$ cat src/hdl/prfd_pkg.sv
package prfd_pkg;

	localparam int FRAME_PIXELS_BITS = 25;
	localparam int BYTE_BITS         = 8;
	localparam int FRAME_NUM_BITS    = 16;
	localparam int CHANNEL_BITS      = 2;
	localparam int CFG_INDEX_BITS    = 2;

	localparam logic [FRAME_PIXELS_BITS-1:0] FRAME_PIXELS_RESET = 25'd1;
	localparam logic [BYTE_BITS-1:0]         START_MARKER_RESET = 8'd83;
	localparam logic [BYTE_BITS-1:0]         END_MARKER_RESET   = 8'd69;

	typedef enum logic [CFG_INDEX_BITS-1:0] {
		REG_FRAME_PIXELS = 2'd0,
		REG_START_MARKER = 2'd1,
		REG_END_MARKER   = 2'd2
	} cfg_reg_t;

	localparam logic [CHANNEL_BITS-1:0] CH_RED  = 2'd0;
	localparam logic [CHANNEL_BITS-1:0] CH_BLUE = 2'd2;

	typedef enum logic [2:0] {
		PH_SEEK    = 3'd0,
		PH_HEADER  = 3'd1,
		PH_REPEAT  = 3'd2,
		PH_LITERAL = 3'd3,
		PH_DONE    = 3'd4
	} phase_t;

	typedef struct packed {
		logic [FRAME_PIXELS_BITS-1:0] frame_pixels;
		logic [BYTE_BITS-1:0]         start_marker;
		logic [BYTE_BITS-1:0]         end_marker;
	} cfg_t;

	typedef struct packed {
		logic                         write_valid;
		logic [CHANNEL_BITS-1:0]      color_channel;
		logic [FRAME_PIXELS_BITS-1:0] pixel_index;
		logic [BYTE_BITS-1:0]         pixel_value;
		logic [BYTE_BITS-1:0]         run_length;
		logic [FRAME_NUM_BITS-1:0]    frame_seq;
		logic                         frame_done;
		logic                         stream_done;
		logic                         overrun;
	} result_t;

endpackage

$ cat src/hdl/prfd_cfg_regs.sv
module prfd_cfg_regs (
	input  logic                                 clk,
	input  logic                                 arst_n,
	input  logic                                 wr_en,
	input  logic [prfd_pkg::CFG_INDEX_BITS-1:0]  wr_index,
	input  logic [prfd_pkg::FRAME_PIXELS_BITS-1:0] wr_data,
	output prfd_pkg::cfg_t                       cfg
);
	import prfd_pkg::*;

	cfg_t cfg_q;

	always_ff @(posedge clk or negedge arst_n) begin
		if (!arst_n) begin
			cfg_q.frame_pixels <= FRAME_PIXELS_RESET;
			cfg_q.start_marker <= START_MARKER_RESET;
			cfg_q.end_marker   <= END_MARKER_RESET;
		end else if (wr_en) begin
			// index beyond the register list: drop the word
			unique case (wr_index)
				REG_FRAME_PIXELS: cfg_q.frame_pixels <= wr_data;
				REG_START_MARKER: cfg_q.start_marker <= wr_data[BYTE_BITS-1:0];
				REG_END_MARKER:   cfg_q.end_marker   <= wr_data[BYTE_BITS-1:0];
				default: ;
			endcase
		end
	end

	assign cfg = cfg_q;

endmodule

$ cat src/hdl/prfd_decode.sv
module prfd_decode (
	input  logic                          clk,
	input  logic                          arst_n,
	input  logic                          en,
	input  logic [prfd_pkg::BYTE_BITS-1:0] in_byte,
	input  prfd_pkg::cfg_t                cfg,
	output prfd_pkg::result_t             res
);
	import prfd_pkg::*;

	localparam int SUM_BITS = FRAME_PIXELS_BITS + 1;

	phase_t                       phase_q, phase_d;
	logic [CHANNEL_BITS-1:0]      ch_q, ch_d;
	logic [FRAME_PIXELS_BITS-1:0] pc_q, pc_d;
	logic [BYTE_BITS-1:0]         lit_left_q, lit_left_d;
	logic [BYTE_BITS-1:0]         rep_cnt_q, rep_cnt_d;
	logic [FRAME_NUM_BITS-1:0]    frame_cnt_q;

	logic                         pc_below;
	logic                         lit_last;
	logic [SUM_BITS-1:0]          pc_rep_sum;
	logic [SUM_BITS-1:0]          pc_after;
	logic                         plane_full;
	logic                         pkt_end;
	logic                         frame_end;
	logic                         rep_clip;
	logic [BYTE_BITS-1:0]         room;
	logic [BYTE_BITS-1:0]         rep_run;
	logic                         is_end, is_start;
	logic                         done;
	logic [BYTE_BITS:0]           rep_from_hdr;

	// shared packet-end terms
	always_comb begin
		pc_below     = pc_q < cfg.frame_pixels;
		lit_last     = lit_left_q <= BYTE_BITS'(1);
		pc_rep_sum   = SUM_BITS'(pc_q) + SUM_BITS'(rep_cnt_q);
		pc_after     = (phase_q == PH_REPEAT) ? pc_rep_sum
		             : SUM_BITS'(pc_q) + SUM_BITS'(pc_below);
		plane_full   = pc_after >= SUM_BITS'(cfg.frame_pixels);
		pkt_end      = (phase_q == PH_REPEAT) || (phase_q == PH_LITERAL && lit_last);
		frame_end    = pkt_end && plane_full && (ch_q >= CH_BLUE);
		rep_clip     = pc_rep_sum > SUM_BITS'(cfg.frame_pixels);
		room         = BYTE_BITS'(cfg.frame_pixels - pc_q);
		rep_run      = rep_clip ? (pc_below ? room : '0) : rep_cnt_q;
		is_end       = in_byte == cfg.end_marker;
		is_start     = in_byte == cfg.start_marker;
		// header h < 0: repeat 2 - h = 258 - byte times
		rep_from_hdr = (BYTE_BITS+1)'(258) - {1'b0, in_byte};
	end

	// next phase
	always_comb begin
		phase_d = phase_q;
		unique case (phase_q)
			PH_SEEK: begin
				if (is_end) begin
					phase_d = PH_DONE;
				end else if (is_start) begin
					phase_d = (cfg.frame_pixels == '0) ? PH_SEEK : PH_HEADER;
				end
			end
			PH_HEADER:  phase_d = in_byte[BYTE_BITS-1] ? PH_REPEAT : PH_LITERAL;
			PH_REPEAT:  phase_d = frame_end ? PH_SEEK : PH_HEADER;
			PH_LITERAL: begin
				if (lit_last) begin
					phase_d = frame_end ? PH_SEEK : PH_HEADER;
				end
			end
			default:    phase_d = PH_DONE;
		endcase
	end

	// counters and result
	always_comb begin
		ch_d       = ch_q;
		pc_d       = pc_q;
		lit_left_d = lit_left_q;
		rep_cnt_d  = rep_cnt_q;
		done       = 1'b0;
		res        = '0;
		res.color_channel = ch_q;
		res.frame_seq     = frame_cnt_q;
		unique case (phase_q)
			PH_SEEK: begin
				if (!is_end && is_start) begin
					ch_d = CH_RED;
					pc_d = '0;
					done = cfg.frame_pixels == '0;
				end
			end
			PH_HEADER: begin
				if (in_byte[BYTE_BITS-1]) begin
					rep_cnt_d = rep_from_hdr[BYTE_BITS-1:0];
				end else begin
					lit_left_d = in_byte + BYTE_BITS'(1);
				end
			end
			PH_REPEAT: begin
				res.overrun = rep_clip;
				if (rep_run != '0) begin
					res.write_valid = 1'b1;
					res.pixel_index = pc_q;
					res.pixel_value = in_byte;
					res.run_length  = rep_run;
				end
				rep_cnt_d = '0;
				pc_d      = pc_after[FRAME_PIXELS_BITS-1:0];
			end
			PH_LITERAL: begin
				if (pc_below) begin
					res.write_valid = 1'b1;
					res.pixel_index = pc_q;
					res.pixel_value = in_byte;
					res.run_length  = BYTE_BITS'(1);
				end else begin
					res.overrun = 1'b1;
				end
				if (lit_left_q != '0) begin
					lit_left_d = lit_left_q - BYTE_BITS'(1);
				end
				pc_d = pc_after[FRAME_PIXELS_BITS-1:0];
			end
			default: ;
		endcase
		// plane full at a packet end: move to the next channel
		if (pkt_end && plane_full) begin
			pc_d = '0;
			ch_d = (ch_q >= CH_BLUE) ? CH_RED : ch_q + CHANNEL_BITS'(1);
			done = ch_q >= CH_BLUE;
		end
		res.frame_done  = done;
		res.stream_done = phase_d == PH_DONE;
	end

	always_ff @(posedge clk or negedge arst_n) begin
		if (!arst_n) begin
			phase_q     <= PH_SEEK;
			ch_q        <= CH_RED;
			pc_q        <= '0;
			lit_left_q  <= '0;
			rep_cnt_q   <= '0;
			frame_cnt_q <= '0;
		end else if (en) begin
			phase_q    <= phase_d;
			ch_q       <= ch_d;
			pc_q       <= pc_d;
			lit_left_q <= lit_left_d;
			rep_cnt_q  <= rep_cnt_d;
			if (done) begin
				frame_cnt_q <= frame_cnt_q + FRAME_NUM_BITS'(1);
			end
		end
	end

endmodule

$ cat src/hdl/planar_rle_frame_decoder.sv
// Planar run-length frame decoder. Takes one encoded byte per word on s_t* and
// returns one result word per byte on m_t*, in order. A byte is registered on
// input, decoded against the block state combinationally, and its result is
// held in an output register, so a new byte is taken every cycle while the
// output is being consumed. Outside a frame bytes are skipped until the start
// marker; the end marker stops the stream for good (it wins if both markers are
// equal). Inside a frame the red, green and blue planes are decoded in turn; a
// header byte h (signed) repeats the next byte 2-h times when negative, or
// copies the next h+1 bytes. Each repeat result describes a run (pixel_index,
// run_length); pixels at or past frame_pixels are dropped and reported by
// overrun. m_tlast marks the byte that completes the blue plane, or a start
// marker while frame_pixels is 0. Configuration registers (0 frame_pixels,
// 1 start_marker, 2 end_marker) are written through cfg_*; the user must write
// only while no byte is in flight (not enforced); cfg_ready is always high.
module planar_rle_frame_decoder #(
	parameter int PIXEL_INDEX_BITS = 24
) (
	input  logic                                   clk,
	input  logic                                   arst_n,
	input  logic                                   cfg_valid,
	output logic                                   cfg_ready,
	input  logic [prfd_pkg::CFG_INDEX_BITS-1:0]    cfg_index,
	input  logic [prfd_pkg::FRAME_PIXELS_BITS-1:0] cfg_data,
	input  logic                                   s_tvalid,
	output logic                                   s_tready,
	input  logic [7:0]                             s_tdata,  // in_byte
	output logic                                   m_tvalid,
	input  logic                                   m_tready,
	// pixel_index, pixel_value, run_length, frame_seq, stream_done, overrun
	output logic [((PIXEL_INDEX_BITS+34+7)/8)*8-1:0] m_tdata,
	output logic [2:0]                             m_tuser,  // write_valid, color_channel
	output logic                                   m_tlast   // frame_done
);
	import prfd_pkg::*;

	localparam int TDATA_BITS = ((PIXEL_INDEX_BITS + 34 + 7) / 8) * 8;
	localparam int PAYLOAD_BITS = PIXEL_INDEX_BITS + 34;

	cfg_t                 cfg;
	result_t              res;
	result_t              res_s2;
	logic                 vld_s1, vld_s2;
	logic [BYTE_BITS-1:0] byte_s1;
	logic                 adv_s2;
	logic                 en;
	logic [31:0]          idx_ext;

	assign cfg_ready = 1'b1;

	prfd_cfg_regs u_cfg (
		.clk      (clk),
		.arst_n   (arst_n),
		.wr_en    (cfg_valid),
		.wr_index (cfg_index),
		.wr_data  (cfg_data),
		.cfg      (cfg)
	);

	assign adv_s2   = !vld_s2 || m_tready;
	assign s_tready = !vld_s1 || adv_s2;
	assign en       = vld_s1 && adv_s2;

	prfd_decode u_decode (
		.clk     (clk),
		.arst_n  (arst_n),
		.en      (en),
		.in_byte (byte_s1),
		.cfg     (cfg),
		.res     (res)
	);

	always_ff @(posedge clk or negedge arst_n) begin
		if (!arst_n) begin
			vld_s1 <= 1'b0;
			vld_s2 <= 1'b0;
		end else begin
			if (s_tvalid && s_tready) begin
				vld_s1 <= 1'b1;
			end else if (adv_s2) begin
				vld_s1 <= 1'b0;
			end
			if (en) begin
				vld_s2 <= 1'b1;
			end else if (m_tready) begin
				vld_s2 <= 1'b0;
			end
		end
	end

	always_ff @(posedge clk) begin
		if (s_tvalid && s_tready) begin
			byte_s1 <= s_tdata;
		end
		if (en) begin
			res_s2 <= res;
		end
	end

	assign idx_ext  = 32'(res_s2.pixel_index);
	assign m_tvalid = vld_s2;
	assign m_tdata  = TDATA_BITS'(PAYLOAD_BITS'({res_s2.overrun, res_s2.stream_done,
	                  res_s2.frame_seq, res_s2.run_length, res_s2.pixel_value,
	                  idx_ext[PIXEL_INDEX_BITS-1:0]}));
	assign m_tuser  = {res_s2.color_channel, res_s2.write_valid};
	assign m_tlast  = res_s2.frame_done;

endmodule
$ cat config.mk
export PLATFORM = sky130hd
export DESIGN_NAME = planar_rle_frame_decoder
export DESIGN_NICKNAME = d
export VERILOG_FILES = /design/src/hdl/prfd_pkg.sv /design/src/hdl/prfd_cfg_regs.sv /design/src/hdl/prfd_decode.sv /design/src/hdl/planar_rle_frame_decoder.sv
export SDC_FILE = /design/constraint.sdc
export NUM_CORES = 1
export LEC_CHECK = 0
export ABC_AREA = 0
export BUFFER_PORTS_ARGS = -buffer_cell sky130_fd_sc_hd__buf_2
export CORE_MARGIN = 10
export CORE_UTILIZATION = 54
export DETAILED_ROUTE_END_ITERATION = 7
export PLACE_DENSITY = 0.8
export SETUP_SLACK_MARGIN = 0.15
export SLEW_MARGIN = 20
export SYNTH_ARGS = -nofsm -noshare
export SYNTH_HDL_FRONTEND = slang
export SYNTH_SLANG_ARGS = --single-unit
$ cat constraint.sdc
create_clock -name clk -period 5.4 [get_ports clk]
set_input_delay 0.54 -clock clk [delete_from_list [all_inputs] [get_ports clk]]
set_output_delay 0.54 -clock clk [all_outputs]
set_load 0.02 [all_outputs]
==> impl_metrics.yaml <==
critical_path:
  cp-start-kind: "flop"
  reg2reg_slack_ps: 200
  timing.critical_path.slowest_stage_cell: "dfrtp_1"
  largest_fanout_on_the_critical_path: 3
  timing_worst_setup_path_type: "reg -> reg"
  start_of_the_worst_register_to_register_path: "u_cfg.cfg[38]$_DFFE_PN0P_"
  worst_r2r_path_depth: 28
  critPathRequiredTime_ps: 5590
  cp_slowest_stage_delay_ps: 400
  end_kind: "flop"
  worstReg2RegEnd: "m_tlast$_DFFE_PP_"
  arrival_ps: 5390
synthesis:
  synth-edff-count: 70
  unique_cell_type_count_in_the_yosys_netlist: 86
  ys_async_rst_share: 0.6000
  synthesis.area_um2: 10960
  synth_ff_type: "dfrtp_1"
  synth_seq_area_share: 0.4325
  synth.ff_latch_count: 175
  post_synthesis_share_of_cell_area_spent_on_xor_and_xnor_gates: 0.07193
  yosys_warnings: 0
  synth_compound_area_frac: 0.1408
  yosys.area_share.simple: 0.1752
  largest_family_of_logic_cells_by_synthesized_area: "simple AND/OR/NAND/NOR gates"
  synth_fa_ha_area_frac: 0.1133
  synthCells: 1072
  syn_area_per_cell_um2: 10.22
  yosys-mux-area-fraction: 0.01929
clocking:
  tritoncts_clock_tree: "yes"
  tritoncts_num_sinks: 175
  clock_tree_root_buffer_cell: "clkbuf_16"
  cts_buffers: 17
  htreeDepth: 4
  worst_setup_hold_path_clk_slew_ps: 70
  clk_latency_ps: 440
  max-clock-path-buffers: 2
  cts_hold_buf: 0
global_route:
  first_pass_grt_wire_length_um: 47510
  grt_antenna_before_repair: 0
  overall_routing_resource_usage: 0.2260
  gr-total-overflow: 0
  vias_in_the_first_global_route: 8833
  grt_start_max_net_pins: 62
placement:
  dpl.hpwl_um: 22700
  numPortBuffers: 103
  routabilityCongestion: 0.9156
  place_ws_ps: -199.2
  dpl_cell_area_um2: 12220
  placed_cells_incl_taps: 1484
timing:
  final-hold-violation-count: 0
  fin_ws_ps: 199.3
  tightestPinTransition_ps: 821.1
  setup_violations: 0
  hold_ws_ps: 90.88
  final_total_negative_setup_slack_ps: 0
  slew_violations: 0
  maxSlewHeadroom: 0.4526
  period_share: 0.9631
  post-route-min-period_ps: 5201
  grt_setup_unrepaired: "yes"
  finalClockSkew_ps: 13.33
  fmax_mhz: 192.3
die:
  fp.coreArea_um2: 20100
  floorplan.initialDensity: 0.5451
  floorplan.rows: 52
  die_h_um: 162.5
  fp.dieArea_um2: 26390
  die-width_um: 162.5
  io-pin-count: 111
route:
  drcViolationCount: 0
  route.final.wire_length_um: 30610
  antenna_left: 0
  post_drt_wl_per_cell_um: 19.90
  firstDrtPassIters: 5
  route.vias.total: 9037
  initialDrtViolationCount: 789
  route.detailed.vias_per_inst: 5.876
power_and_ir_drop:
  fin_total_pwr_mw: 4.816
  cellPowerDensity_nw_per_um2: 365.3
  static-leakage-power_nw: 5.858
  worst_case_vdd_ir_drop_mv: 0.3293
cells_and_area:
  finalNonFillerCells: 1538
  diodes: 0
  fraction_of_layout_instances_using_a_drive_strength_above_1: 0.2689
  area_delta_synth_final_pct: 20.30
  postLayoutCellArea_um2: 13180
  num-nets-final: 1393
  post_layout_util: 0.6558
job:
  max_cap_violations: 0
run_status:
  run_status: "completed"
worst_hold_path:
  hold_path.class: "in -> async"
==> logic make-up after synthesis <==
group / count (synthesis)
buffers and inverters: 107
flip-flops: 175
AND/OR/NAND/NOR: 357
multiplexers: 19
other: 2
XOR/XNOR: 90
AO/OA/AOI/OAI: 224
adder cells (fa/ha/maj): 98
==> state kept, by name, summed over array words and instances, names as in the netlist, 8 cells and up <==
register / flops
u_cfg.cfg: 41
u_decode.pc_q: 25
m_tdata: 58
u_decode.frame_cnt_q: 16
byte_s1: 8
u_decode.lit_left_q: 8
u_decode.rep_cnt_q: 8
==> how the worst max path moves through the flow <==
stage	start	to	cells past startpoint
final	u_cfg.cfg[38]$_DFFE_PN0P_	m_tlast$_DFFE_PP_	28
after global routing	u_cfg.cfg[38]$_DFFE_PN0P_	m_tlast$_DFFE_PP_	28
after CTS	u_cfg.cfg[38]$_DFFE_PN0P_	u_decode.pc_q[19]$_DFFE_PN0P_	25
after detailed placement	u_cfg.cfg[22]$_DFFE_PN0P_	u_decode.pc_q[19]$_DFFE_PN0P_	24
after global placement	u_cfg.cfg[38]$_DFFE_PN0P_	u_decode.pc_q[22]$_DFFE_PN0P_	25
after floorplan	u_cfg.cfg[22]$_DFFE_PN0P_	u_decode.pc_q[20]$_DFFE_PN0P_	24
==> Yosys cell counts, types with 11 or more instances <==
master,count,area [um2]
nor3_1,17,85.08
nand4_1,37,231.5
a21oi_1,43,215.2
mux2_2,16,180.2
nand2_1,108,405.4
nand3_1,48,240.2
xor2_1,19,166.4
o21ai_1,12,60.06
edfxtp_1,70,2102
ha_1,96,1201
buf_2,13,65.06
clkbuf_1,22,82.58
nor2b_2,23,201.4
and3_1,11,68.82
buf_4,15,112.6
inv_1,46,172.7
o21ai_0,60,300.3
nor2_1,45,168.9
dfrtp_1,97,2427
a22o_1,21,183.9
xnor2_1,71,621.9
==> critical path, delay by kind of cell, from the launching register on <==
kind | cells | cell delay [ps]
compound gates | 12 | 2200
xor+xnor | 1 | 220
fa+ha+maj | 3 | 650
buf+inv | 6 | 710
flops | 1 | 400
simple gates | 6 | 770
==> cells in the final DEF, fill, tap and decap left out, drive strengths merged, types with 9 or more instances in the layout <==
master and n:
buf 215, nand2 108, dfrtp 97, ha 96, o21ai 72, xnor2 71
edfxtp 70, inv 54, nand3 48, nor2 48, a21oi 43, nand4 38
nor2b 29, a22o 21, xor2 19, clkbuf 19, nor3 17, mux2 17
a21o 12, nor4 12, and3 11, a211oi 11, and2 9, o21a 9
==> repair_timing <==
item	4_1_cts	5_1_grt
gates resized for setup	9	26
gates cloned	0	2
pin swaps	4	21
setup endpoints to repair	42	59
setup buffers	5	15
==> layer usage <==
metal	up-vias	routed length, um	global-route usage
met5	-	0	0
met4	0	961	0.07527
met3	58	1770	0.04550
met2	319	15200	0.3814
met1	4389	12680	0.2836
li1	4271	-	-
==> power by group <==
group | leakage, nW | internal (mW) | total (mW) | switching [mW]
logic | 3.54 | 0.716 | 1.82 | 1.10
clock network | 0.285 | 0.678 | 1.24 | 0.566
registers | 2.03 | 1.59 | 1.75 | 0.162
total | 5.86 | 2.99 | 4.82 | 1.83
==> area by class of cell <==
cell class	count	area [um2]
clock inverters	13	148.9
inverters	49	183.9
repair buffers	215	1391
well taps	270	337.8
flip-flops and latches	175	4740
multi-input cells	797	5929
clock buffers	19	452.9
fillers	1542	6920
No activity file was read; power rests on OpenSTA's default activity.
